--- src/rtl/lasf_pkg.sv ---
// Package for the lamp/app sync state machine: payload structs, register
// indexes, reset values, dim step codes, IR pulse counts and LED colours. No dependencies.
`default_nettype none

package lasf_pkg;

    typedef struct packed {
        logic       app_on;
        logic       lamp_on;
        logic       button_pressed;
        logic [9:0] duty_tenths;
    } in_t;

    typedef struct packed {
        logic [2:0]  fsm_state;
        logic        led_write;
        logic [2:0]  led_rgb;
        logic        ir_power_toggle;
        logic [1:0]  ir_up_pulses;
        logic [1:0]  ir_down_pulses;
        logic        lamp_toggle;
        logic        app_toggle;
        logic [15:0] wait_ms;
    } out_t;

    typedef struct packed {
        logic [3:0]  retry_limit;
        logic [9:0]  dim_threshold_low;
        logic [9:0]  dim_threshold_high;
        logic [15:0] lamp_wait_ms;
        logic [15:0] app_wait_ms;
        logic [15:0] poll_wait_ms;
        logic [15:0] boot_wait_ms;
    } cfg_t;

    localparam int CFG_INDEX_W = 3;
    localparam int CFG_DATA_W  = 16;

    localparam logic [CFG_INDEX_W-1:0] CFG_RETRY_LIMIT  = 3'd0;
    localparam logic [CFG_INDEX_W-1:0] CFG_DIM_THR_LOW  = 3'd1;
    localparam logic [CFG_INDEX_W-1:0] CFG_DIM_THR_HIGH = 3'd2;
    localparam logic [CFG_INDEX_W-1:0] CFG_LAMP_WAIT    = 3'd3;
    localparam logic [CFG_INDEX_W-1:0] CFG_APP_WAIT     = 3'd4;
    localparam logic [CFG_INDEX_W-1:0] CFG_POLL_WAIT    = 3'd5;
    localparam logic [CFG_INDEX_W-1:0] CFG_BOOT_WAIT    = 3'd6;

    localparam cfg_t CFG_RESET = '{
        retry_limit:        4'd2,
        dim_threshold_low:  10'd250,
        dim_threshold_high: 10'd980,
        lamp_wait_ms:       16'd1000,
        app_wait_ms:        16'd1000,
        poll_wait_ms:       16'd50,
        boot_wait_ms:       16'd1000
    };

    localparam logic [1:0] DIM_STEP_ONE   = 2'd0;
    localparam logic [1:0] DIM_STEP_TWO   = 2'd1;
    localparam logic [1:0] DIM_STEP_THREE = 2'd2;

    localparam logic [1:0] UP_PULSES     = 2'd3;
    localparam logic [1:0] DOWN_STEP_ONE = 2'd2;
    localparam logic [1:0] DOWN_STEP_TWO = 2'd1;

    localparam logic [2:0] RGB_WHITE = 3'd7;
    localparam logic [2:0] RGB_GREEN = 3'd2;
    localparam logic [2:0] RGB_RED   = 3'd4;
    localparam logic [2:0] RGB_BLUE  = 3'd1;

endpackage

`default_nettype wire

--- src/rtl/lasf_cfg.sv ---
// Configuration register file for the lamp/app sync state machine.
// Depends on lasf_pkg for the register struct, indexes and reset values.
`default_nettype none

module lasf_cfg (
    input  wire logic                           clk,
    input  wire logic                           rst_n,
    input  wire logic                           cfg_write_en,
    input  wire logic [lasf_pkg::CFG_INDEX_W-1:0] cfg_index,
    input  wire logic [lasf_pkg::CFG_DATA_W-1:0]  cfg_data,
    output lasf_pkg::cfg_t                      cfg
);

    lasf_pkg::cfg_t cfg_reg;
    lasf_pkg::cfg_t cfg_next;

    always_comb
    begin
        cfg_next = cfg_reg;
        if (cfg_write_en)
        begin
            case (cfg_index)
                lasf_pkg::CFG_RETRY_LIMIT:  cfg_next.retry_limit        = cfg_data[3:0];
                lasf_pkg::CFG_DIM_THR_LOW:  cfg_next.dim_threshold_low  = cfg_data[9:0];
                lasf_pkg::CFG_DIM_THR_HIGH: cfg_next.dim_threshold_high = cfg_data[9:0];
                lasf_pkg::CFG_LAMP_WAIT:    cfg_next.lamp_wait_ms       = cfg_data;
                lasf_pkg::CFG_APP_WAIT:     cfg_next.app_wait_ms        = cfg_data;
                lasf_pkg::CFG_POLL_WAIT:    cfg_next.poll_wait_ms       = cfg_data;
                lasf_pkg::CFG_BOOT_WAIT:    cfg_next.boot_wait_ms       = cfg_data;
                default:                    cfg_next = cfg_reg;
            endcase
        end
    end

    always_ff @(posedge clk or negedge rst_n)
    begin
        if (!rst_n)
        begin
            cfg_reg <= lasf_pkg::CFG_RESET;
        end
        else
        begin
            cfg_reg <= cfg_next;
        end
    end

    assign cfg = cfg_reg;

endmodule

`default_nettype wire

--- src/rtl/lasf_dim.sv ---
// Dim step classifier and IR brightness pulse selection.
// Depends on lasf_pkg for the step codes and pulse counts.
`default_nettype none

module lasf_dim (
    input  wire logic [9:0] duty_tenths,
    input  wire logic [9:0] thr_low,
    input  wire logic [9:0] thr_high,
    input  wire logic [1:0] step_now,
    input  wire logic [1:0] step_sent,
    output logic      [1:0] step_new,
    output logic      [1:0] up_pulses,
    output logic      [1:0] down_pulses
);

    always_comb
    begin
        if (duty_tenths < thr_low)
        begin
            step_new = lasf_pkg::DIM_STEP_ONE;
        end
        else if (duty_tenths < thr_high)
        begin
            step_new = lasf_pkg::DIM_STEP_TWO;
        end
        else
        begin
            step_new = lasf_pkg::DIM_STEP_THREE;
        end
    end

    always_comb
    begin
        up_pulses   = 2'd0;
        down_pulses = 2'd0;
        if (step_now != step_sent)
        begin
            case (step_now)
                lasf_pkg::DIM_STEP_ONE:
                begin
                    up_pulses   = lasf_pkg::UP_PULSES;
                    down_pulses = lasf_pkg::DOWN_STEP_ONE;
                end
                lasf_pkg::DIM_STEP_TWO:
                begin
                    up_pulses   = lasf_pkg::UP_PULSES;
                    down_pulses = lasf_pkg::DOWN_STEP_TWO;
                end
                lasf_pkg::DIM_STEP_THREE:
                begin
                    up_pulses   = lasf_pkg::UP_PULSES;
                end
                default:
                begin
                    up_pulses   = 2'd0;
                    down_pulses = 2'd0;
                end
            endcase
        end
    end

endmodule

`default_nettype wire

--- src/rtl/lamp_app_sync_fsm.sv ---
// Top level of the lamp/app sync state machine: state, step logic and
// result register. Depends on lasf_pkg, lasf_cfg and lasf_dim.
//
// Usage:
//   Each input transaction on in_valid/in_ready is one tick carrying the
//   observed app and lamp states, a button press and the duty cycle. Each
//   tick yields exactly one result transaction on out_valid/out_ready with
//   the state after the tick, LED update, IR and toggle strobes and wait.
//   The result is registered: it is valid in the cycle after the input transaction.
//   Throughput: one transaction per cycle while out_ready is high; the state update
//   and the result are computed in a single pass from the state registers and the input.
//   A stalled receiver holds the result register; in_ready stays high while
//   the result register is empty or being taken in the same cycle, so ticks
//   keep flowing with no bubble as long as out_ready is high.
//   Configuration: cfg_write_en, cfg_index and cfg_data write one register
//   per cycle; writes to unused indexes are dropped.
//   Reset: rst_n clears the result valid flag and returns the machine to the
//   initialisation state with its entry action pending and the registers
//   to their defaults.
`default_nettype none

module lamp_app_sync_fsm (
    input  wire logic                             clk,
    input  wire logic                             rst_n,
    input  wire logic                             in_valid,
    output logic                                  in_ready,
    input  wire lasf_pkg::in_t                    in_data,
    output logic                                  out_valid,
    input  wire logic                             out_ready,
    output lasf_pkg::out_t                        out_data,
    input  wire logic                             cfg_write_en,
    input  wire logic [lasf_pkg::CFG_INDEX_W-1:0] cfg_index,
    input  wire logic [lasf_pkg::CFG_DATA_W-1:0]  cfg_data
);

    typedef enum logic [2:0] {
        ST_INIT          = 3'd0,
        ST_LAMP_ON       = 3'd1,
        ST_LAMP_OFF      = 3'd2,
        ST_TURN_LAMP_OFF = 3'd3,
        ST_TURN_APP_OFF  = 3'd4,
        ST_TURN_LAMP_ON  = 3'd5,
        ST_TURN_APP_ON   = 3'd6
    } state_t;

    lasf_pkg::cfg_t cfg;

    state_t          state_reg, state_next;
    logic            entry_reg, entry_next;
    logic [3:0]      retry_reg, retry_next;
    logic [1:0]      step_now_reg, step_now_next;
    logic [1:0]      step_sent_reg, step_sent_next;
    logic            out_valid_reg;
    lasf_pkg::out_t  out_data_reg;
    lasf_pkg::out_t  res;

    logic            accept;
    logic            want_on;
    logic [1:0]      sent_eff;
    logic [1:0]      step_new;
    logic [1:0]      up_pulses;
    logic [1:0]      down_pulses;
    logic [3:0]      retry_base;
    logic [3:0]      retry_cnt;

    lasf_cfg u_cfg (
        .clk          (clk),
        .rst_n        (rst_n),
        .cfg_write_en (cfg_write_en),
        .cfg_index    (cfg_index),
        .cfg_data     (cfg_data),
        .cfg          (cfg)
    );

    assign sent_eff = entry_reg ? step_now_reg : step_sent_reg;

    lasf_dim u_dim (
        .duty_tenths (in_data.duty_tenths),
        .thr_low     (cfg.dim_threshold_low),
        .thr_high    (cfg.dim_threshold_high),
        .step_now    (step_now_reg),
        .step_sent   (sent_eff),
        .step_new    (step_new),
        .up_pulses   (up_pulses),
        .down_pulses (down_pulses)
    );

    assign in_ready = !out_valid_reg || out_ready;
    assign accept   = in_valid && in_ready;

    always_comb
    begin
        state_next     = state_reg;
        entry_next     = 1'b0;
        retry_next     = retry_reg;
        step_now_next  = step_now_reg;
        step_sent_next = step_sent_reg;
        res            = '0;
        want_on        = (state_reg == ST_TURN_LAMP_ON) || (state_reg == ST_TURN_APP_ON);
        retry_base     = (entry_reg && want_on) ? 4'd0 : retry_reg;
        retry_cnt      = in_data.lamp_on == want_on ? 4'd0 : retry_base + 4'd1;

        case (state_reg)
            ST_INIT:
            begin
                if (entry_reg)
                begin
                    res.led_write = 1'b1;
                    res.led_rgb   = lasf_pkg::RGB_WHITE;
                    res.wait_ms   = cfg.boot_wait_ms;
                end
                if (in_data.app_on && in_data.lamp_on)
                    state_next = ST_LAMP_ON;
                else if (!in_data.app_on && !in_data.lamp_on)
                    state_next = ST_LAMP_OFF;
                else if (in_data.lamp_on)
                    state_next = ST_TURN_APP_ON;
                else
                    state_next = ST_TURN_APP_OFF;
            end
            ST_LAMP_ON:
            begin
                if (entry_reg)
                begin
                    res.led_write = 1'b1;
                    res.led_rgb   = lasf_pkg::RGB_GREEN;
                end
                res.ir_power_toggle = in_data.button_pressed;
                res.ir_up_pulses    = up_pulses;
                res.ir_down_pulses  = down_pulses;
                res.wait_ms         = cfg.poll_wait_ms;
                step_sent_next      = step_now_reg;
                step_now_next       = step_new;
                if (!in_data.lamp_on)
                    state_next = ST_TURN_APP_OFF;
                else if (!in_data.app_on)
                    state_next = ST_TURN_LAMP_OFF;
            end
            ST_LAMP_OFF:
            begin
                if (entry_reg)
                begin
                    res.led_write = 1'b1;
                    res.led_rgb   = lasf_pkg::RGB_RED;
                end
                res.ir_power_toggle = in_data.button_pressed;
                if (in_data.lamp_on)
                    state_next = ST_TURN_APP_ON;
                else if (in_data.app_on)
                    state_next = ST_TURN_LAMP_ON;
            end
            ST_TURN_LAMP_OFF, ST_TURN_LAMP_ON:
            begin
                if (entry_reg)
                begin
                    res.led_write = 1'b1;
                    res.led_rgb   = lasf_pkg::RGB_BLUE;
                end
                res.lamp_toggle = 1'b1;
                res.wait_ms     = cfg.lamp_wait_ms;
                if (retry_cnt >= cfg.retry_limit)
                begin
                    retry_next = 4'd0;
                    state_next = want_on ? ST_TURN_APP_OFF : ST_TURN_APP_ON;
                end
                else
                begin
                    retry_next = retry_cnt;
                    if (in_data.lamp_on == want_on)
                        state_next = want_on ? ST_LAMP_ON : ST_LAMP_OFF;
                end
            end
            ST_TURN_APP_OFF, ST_TURN_APP_ON:
            begin
                if (entry_reg)
                begin
                    res.led_write = 1'b1;
                    res.led_rgb   = lasf_pkg::RGB_BLUE;
                end
                res.app_toggle = 1'b1;
                res.wait_ms    = cfg.app_wait_ms;
                if (in_data.app_on == want_on)
                    state_next = want_on ? ST_LAMP_ON : ST_LAMP_OFF;
            end
            default:
            begin
                state_next = ST_INIT;
                entry_next = 1'b1;
            end
        endcase

        if (state_next != state_reg)
            entry_next = 1'b1;
        res.fsm_state = state_next;
    end

    always_ff @(posedge clk or negedge rst_n)
    begin
        if (!rst_n)
        begin
            state_reg     <= ST_INIT;
            entry_reg     <= 1'b1;
            retry_reg     <= 4'd0;
            step_now_reg  <= lasf_pkg::DIM_STEP_ONE;
            step_sent_reg <= lasf_pkg::DIM_STEP_ONE;
            out_valid_reg <= 1'b0;
        end
        else
        begin
            if (accept)
            begin
                state_reg     <= state_next;
                entry_reg     <= entry_next;
                retry_reg     <= retry_next;
                step_now_reg  <= step_now_next;
                step_sent_reg <= step_sent_next;
                out_valid_reg <= 1'b1;
            end
            else if (out_ready)
            begin
                out_valid_reg <= 1'b0;
            end
        end
    end

    always_ff @(posedge clk)
    begin
        if (accept)
        begin
            out_data_reg <= res;
        end
    end

    assign out_valid = out_valid_reg;
    assign out_data  = out_data_reg;

    a_stall_blocks_input: assert property (@(posedge clk) disable iff (!rst_n)
        out_valid && !out_ready |-> !in_ready)
        else $error("input taken while result stalled");

    a_lamp_off_no_wait: assert property (@(posedge clk) disable iff (!rst_n)
        accept && state_reg == ST_LAMP_OFF |=> out_data.wait_ms == 16'd0)
        else $error("nonzero wait from lamp off state");

    a_single_toggle: assert property (@(posedge clk) disable iff (!rst_n)
        out_valid |-> !(out_data.lamp_toggle && out_data.app_toggle))
        else $error("lamp and app toggled in one transaction");

    a_led_quiet: assert property (@(posedge clk) disable iff (!rst_n)
        out_valid && !out_data.led_write |-> out_data.led_rgb == 3'd0)
        else $error("led colour without led write");

endmodule

`default_nettype wire

--- config.mk ---
export PLATFORM = sky130hd
export DESIGN_NAME = lamp_app_sync_fsm
export DESIGN_NICKNAME = d
export VERILOG_FILES = /design/src/rtl/lasf_pkg.sv /design/src/rtl/lasf_cfg.sv /design/src/rtl/lasf_dim.sv /design/src/rtl/lamp_app_sync_fsm.sv
export SDC_FILE = /design/constraint.sdc
export NUM_CORES = 1
export LEC_CHECK = 0
export BUFFER_PORTS_ARGS = -buffer_cell sky130_fd_sc_hd__buf_2
export CAP_MARGIN = 30
export CORE_ASPECT_RATIO = 1.2
export CORE_MARGIN = 1
export CORE_UTILIZATION = 30
export DETAILED_ROUTE_END_ITERATION = 10
export SETUP_SLACK_MARGIN = 0.4
export SLEW_MARGIN = 20
export SYNTH_ARGS = -nofsm -noshare
export SYNTH_HDL_FRONTEND = slang
export SYNTH_SLANG_ARGS = --single-unit
--- constraint.sdc ---
create_clock -name clk -period 2.7 [get_ports clk]
set_input_delay 0.81 -clock clk [delete_from_list [all_inputs] [get_ports clk]]
set_output_delay 0.81 -clock clk [all_outputs]
set_load 0.05 [all_outputs]
# Word-level counts from Yosys, hierarchy flattened
# Index checks and enable logic that the tools add are counted.
[totals]
memories = 0
in_bits = 37
elab_cells = 107
regBits = 131
mem_bits_rw = 0
latch_bits = 0
out_inout_bits = 32
mem_bits_ro = 0
[op_classes]
eq_ne = 18
reduce_logical = 29
shift = 0
div = 0
magnitude_cmp = 3
n_bitwise = 0
add_sub_neg = 1
mux = 34
mul = 0
[ops]
columns = ["op", "count"]
rows = [
  ["case mux 16 bit (4 select lines)", 1],
  ["two-way mux 4 bit", 7],
  ["two-way mux 3 bit", 9],
  ["less-than comparator 10 bit", 2],
  ["AND reduction 2 bit", 10],
  ["equality test 3 bit (second input constant)", 6],
  ["two-way mux 16 bit", 1],
  ["case mux 4 bit (4 select lines)", 1],
  ["case mux 3 bit (5 select lines)", 1],
  ["two-way mux 2 bit", 7],
  ["equality test 3 x 2 -> 1 bit (second input constant)", 4],
  ["OR reduction 7 bit", 1],
  ["equality test 3 x 1 -> 1 bit (second input constant)", 2],
  ["zero test 3 bit", 2],
  ["two-way mux 1 bit", 6],
  ["OR reduction 2 bit", 3],
  ["adder 4 x 1 -> 4 bit (second input constant)", 1],
  [">= comparator 4 bit", 1],
  ["logical AND 1 bit", 4],
  ["case mux 2 bit (2 select lines)", 1],
  ["OR reduction 4 bit", 1],
  ["zero test 1 bit", 3],
  ["inequality test 3 bit", 1],
  ["OR reduction 3 bit", 1],
  ["7 further kinds", 9],
]

# Longest topological paths before layout
[logic_depth]
word_depth = 11
mapped_depth = 14
mapped_depth_nobuf = 13

# Hierarchy
# From an unflattened synthesis, not the netlist that was laid out.
[unflattened]
cells_unflattened = 523
area_unflattened_um2 = 6661.4
[by_module_without_submodules]
columns = ["mod", "seq_area_each_um2", "cells_each", "instances", "area_per_inst_um2"]
rows = [
  ["lasf_cfg", 2244.7, 191, 1, 3412.0],
  ["lamp_app_sync_fsm", 1227.4, 260, 1, 2708.8],
  ["lasf_dim", 0.0, 72, 1, 540.5],
]

# Least setup slack after synthesis
# No wires, ideal clock.
[synth_timing]
path_kind = "input port to flip-flop"
from = "input port out_ready"
to = "register step_sent_reg[0]"
n_path_buf = 0
setup_time_ns = 0.125
slack_ns = -0.374
cell_stages = 5
arrival_time_ns = 2.949
t_required_ns = 2.575
cell_sequence = "nand2b_1 -> nand2_1 -> clkinv_1 -> nand2_1 -> mux2_2"
[synth_via]
elab_chain_len = 3
[synth_rtl]
columns = ["element", "line", "rtl"]
rows = [
  ["start: declaration", "lamp_app_sync_fsm.sv:29", "input wire logic out_ready,"],
  ["logical OR 1 bit", "lamp_app_sync_fsm.sv:88", "assign in_ready = !out_valid_reg || out_ready;"],
  ["logical AND 1 bit", "lamp_app_sync_fsm.sv:89", "assign accept = in_valid && in_ready;"],
  ["named net accept", "lamp_app_sync_fsm.sv:57", "logic accept;"],
  ["AND reduction 2 bit (no source line)", "-", ""],
  ["end signal: assignment", "lamp_app_sync_fsm.sv:205", "step_sent_reg <= lasf_pkg::DIM_STEP_ONE;"],
  ["end signal: assignment", "lamp_app_sync_fsm.sv:216", "step_sent_reg <= step_sent_next;"],
  ["end: declaration", "lamp_app_sync_fsm.sv:52", "logic [1:0] step_sent_reg, step_sent_next;"],
]
# The timed path passes the listed nets, and every way through them passes these cells.
# A chain may end at the register's enable or synchronous reset.

==> impl_metrics.ini <==
[setup_path]
r2r_start = state_reg[1]
critPathLaunchType = flip-flop
crit_path_start = state_reg[1]
end_kind = flip-flop
crit_path_max_fanout = 4
worst_r2r_endpoint = entry_reg
critPathArrivalTime_ns = 2.94
timing.setup.critical_path_class = reg -> reg
timing.reg2reg.setup_slack_ns = 0.10
timing.critical_path.slowest_stage_cell = sky130_fd_sc_hd__dfrtp_2
worst_r2r_path_depth = 13
cell_by_cell_listing_of_the_critical_path = xor2_4, nand3_2, and2_4, ha_4, xor2_2, nor2_2, ha_4, o21a_1, nor2_2, a21oi_2, o2bb2ai_2, xor2_1, o32a_1
critPathMaxStageDelay_ns = 0.44
data_required_time_of_the_critical_path_ns = 3.04

[clock_network]
cts-buffers-inserted = 17
ctsHtreeMaxLevel = 4
skew_pair_late_insertion_delay_ns = 0.42
cts.clk_slew.worst_paths_ns = 0.06
max-clock-path-buffers = 2
cts_root_buffer = sky130_fd_sc_hd__clkbuf_16
tritoncts_clock_tree = built
cts_sinks = 130

[timing]
final.hold.worst_slack_ns = 0.3496
final.period_utilization = 0.9628
worst_clock_skew_ns = 0.006564
timing.final.hold_violations = 0
fin_max_slew_vios = 0
rsz_0062_raised_after_global_routing = yes
slew_margin_rel = 0.6323
maxClockFrequency_mhz = 384.7
finalWorstPathRequiredPeriod_ns = 2.600
final-setup-viol-count = 0
timing_worst_slew_pin_value_ns = 0.5515

[die]
fp-row-count = 58
die_area_sq_mm = 0.02186
start_util = 0.3053
chipWidth_microns = 135.1
num_io_pins = 69
chipHeight_microns = 161.8
floorplan.core_area_sq_mm = 0.02090

[synthesis]
ys_async_sr_fraction = 0.7769
post_synth_inst_count = 561
synth_fp_nets = 623
synthFlopType = sky130_fd_sc_hd__dfrtp_1
syn_avg_cell_area_sq_um = 11.37
synth.cell_area_sq_mm = 0.006381
ys_seq_area_frac = 0.5394
unique_cell_type_count_in_the_yosys_netlist = 59
yosys_register_bits = 130
post_synth_edffs = 29
yosysWarnings = 0

[grt]
most_used_routing_layer_in_global_routing = met2
grt_usage = 0.1435
global_route.overflow_total = 0
grt_use_met2 = 0.2385
grt_util_met1 = 0.1761
globalRouteMet3Util = 0.03558
grt_first_pass_wirelength_microns = 23620
grt_start_max_net_pins = 51
grt_antenna_before_repair = 0
first_global_vias = 4416

[pwr]
peakVddDrop_mv = 0.4708
power-per-cell-area_mw_per_mm2 = 1034
total_design_power_mw = 8.137
leakage_power_summed_over_all_cells_nw = 3.355

[final_layout]
filler_cell_count = 2059
finish.instance_area_sq_mm = 0.007870
largest_reg_flops = 88
post_route_cells_drive_above_1_share = 0.3883
antennaDiodeCount = 0
area.growth.synth_to_final_pct = 23.33
final_core_utilization = 0.3766
finalNetCount = 716

[min_path]
min-delay-path-class = in -> async

[route]
route.detailed.vias_per_inst = 4.771
first_pass_iters = 5
totalWireLength_microns = 14820
avgRoutedWirePerCell_microns = 15.82
ant_nets = 0
drtIter0Drc = 193
drc_errors = 0
detailroute.via_count = 4470

[flow_run]
drv_cap = 0

[placement]
place_congestion = 0.7688
place_hpwl_microns = 10180
dpl_cell_area_sq_mm = 0.007244
place.port_buffers = 68

[outcome]
status = finished, final reports clean
==> where the power goes <==
group	switching, mW	internal [mW]
logic	1.88	1.19
registers	0.236	2.66
clock network	0.862	1.32
total	2.97	5.16
==> cells in the mapped netlist, types with 3 or more instances <==
cell / instances / share of area
sky130_fd_sc_hd__buf_2: 8 / 0.0063
sky130_fd_sc_hd__xor2_1: 3 / 0.0041
sky130_fd_sc_hd__a21o_1: 5 / 0.0059
sky130_fd_sc_hd__nand2_1: 53 / 0.031
sky130_fd_sc_hd__edfxtp_1: 29 / 0.14
sky130_fd_sc_hd__nor2_1: 27 / 0.016
sky130_fd_sc_hd__dfstp_2: 35 / 0.14
sky130_fd_sc_hd__mux2_2: 65 / 0.11
sky130_fd_sc_hd__nand2b_1: 12 / 0.012
sky130_fd_sc_hd__nor3b_1: 3 / 0.0035
sky130_fd_sc_hd__and2_1: 3 / 0.0029
sky130_fd_sc_hd__nor2b_1: 16 / 0.016
sky130_fd_sc_hd__mux2i_1: 5 / 0.0078
sky130_fd_sc_hd__inv_1: 32 / 0.019
sky130_fd_sc_hd__a211oi_1: 13 / 0.015
sky130_fd_sc_hd__dfrtp_1: 66 / 0.26
sky130_fd_sc_hd__a21oi_1: 33 / 0.026
sky130_fd_sc_hd__a221o_1: 5 / 0.0078
sky130_fd_sc_hd__buf_4: 4 / 0.0047
sky130_fd_sc_hd__a22oi_1: 11 / 0.013
sky130_fd_sc_hd__nand4b_1: 3 / 0.0041
sky130_fd_sc_hd__nor3_1: 6 / 0.0047
sky130_fd_sc_hd__o21ai_0: 42 / 0.033
sky130_fd_sc_hd__ha_1: 25 / 0.049
sky130_fd_sc_hd__clkbuf_1: 15 / 0.0088
==> timing repair <==
action,CTS,global route
setup buffers,1,0
pin swaps,7,4
resized for setup,3,9
hold buffers,0,0
setup endpoints to repair,9,9
==> metal layers <==
metal,vias up,wire length (microns),part of all wire
met2,77,7355,0.50
met1,2188,6698,0.45
li1,2184,-,-
met3,21,503,0.034
met5,-,0,0
met4,0,265,0.018
==> worst max-delay path by stage <==
| stage | to | slack [ns] |
|---|---|---|
| 3_3_place_gp | entry_reg | -0.01 |
| 2_1_floorplan | entry_reg | 0.14 |
| 6_report | entry_reg | 0.10 |
| 4_1_cts | entry_reg | 0.08 |
| 3_5_place_dp | entry_reg | -0.04 |
| 5_1_grt | entry_reg | 0.001 |
==> critical path, delay by kind of cell, from the launching register on <==
| family | cells | cell delay, ns |
|---|---|---|
| fa+ha+maj | 2 | 0.37 |
| compound gates | 4 | 0.66 |
| simple gates | 4 | 0.53 |
| xor+xnor | 3 | 0.52 |
| flops | 1 | 0.44 |
==> logic make-up (layout without fill, tap and decap cells) <==
| family | count (synthesis) | count (layout) | synth area share |
|---|---|---|---|
| multiplexers | 70 | 70 | 0.1225 |
| AO/OA/AOI/OAI | 132 | 132 | 0.1320 |
| XOR/XNOR | 6 | 6 | 0.009414 |
| flip-flops | 130 | 130 | 0.5394 |
| buffers and inverters | 61 | 167 | 0.03980 |
| AND/OR/NAND/NOR | 137 | 137 | 0.1078 |
| adder cells (fa/ha/maj) | 25 | 25 | 0.04902 |
==> through the flow <==
stage | setup TNS (ns) | worst slack, ns | std cells
global route | 0 | 0.001200 | 937
global placement | -0.01177 | -0.01177 | 904
detailed placement | -0.03805 | -0.03805 | 904
floorplan | 0 | 0.1432 | 561
CTS | 0 | 0.08085 | 937
finish | 0 | 0.1004 | 937
==> cells in the final DEF (no fill, tap or decap), types with 3 or more instances in the layout <==
cell type / n
sky130_fd_sc_hd__inv_1: 32
sky130_fd_sc_hd__nor2_2: 3
sky130_fd_sc_hd__clkinv_4: 5
sky130_fd_sc_hd__buf_4: 34
sky130_fd_sc_hd__clkbuf_16: 18
sky130_fd_sc_hd__a221o_1: 5
sky130_fd_sc_hd__edfxtp_1: 29
sky130_fd_sc_hd__nand4b_1: 3
sky130_fd_sc_hd__a21o_1: 5
sky130_fd_sc_hd__a21oi_1: 31
sky130_fd_sc_hd__clkinv_2: 3
sky130_fd_sc_hd__o21ai_0: 41
sky130_fd_sc_hd__nor3_1: 4
sky130_fd_sc_hd__mux2_2: 64
sky130_fd_sc_hd__a211oi_1: 13
sky130_fd_sc_hd__ha_1: 23
sky130_fd_sc_hd__buf_2: 67
sky130_fd_sc_hd__dfrtp_1: 64
sky130_fd_sc_hd__nand2_1: 52
sky130_fd_sc_hd__nor2b_1: 16
sky130_fd_sc_hd__dfstp_2: 35
sky130_fd_sc_hd__nand2b_1: 11
sky130_fd_sc_hd__nor2_1: 24
sky130_fd_sc_hd__mux2i_1: 5
sky130_fd_sc_hd__nor3b_1: 3
sky130_fd_sc_hd__a22oi_1: 11
==> final cells by class <==
type / count / area, sq um / area share
clock inverters: 12 / 107.6 / 0.01367
multi-input cells: 370 / 2783 / 0.3536
repair buffers: 102 / 610.6 / 0.07758
clock buffers: 20 / 457.9 / 0.05819
inverters: 33 / 128.9 / 0.01638
well taps: 270 / 337.8 / 0.04293
flip-flops and latches: 130 / 3445 / 0.4377
(Power assumes the default switching activity.)
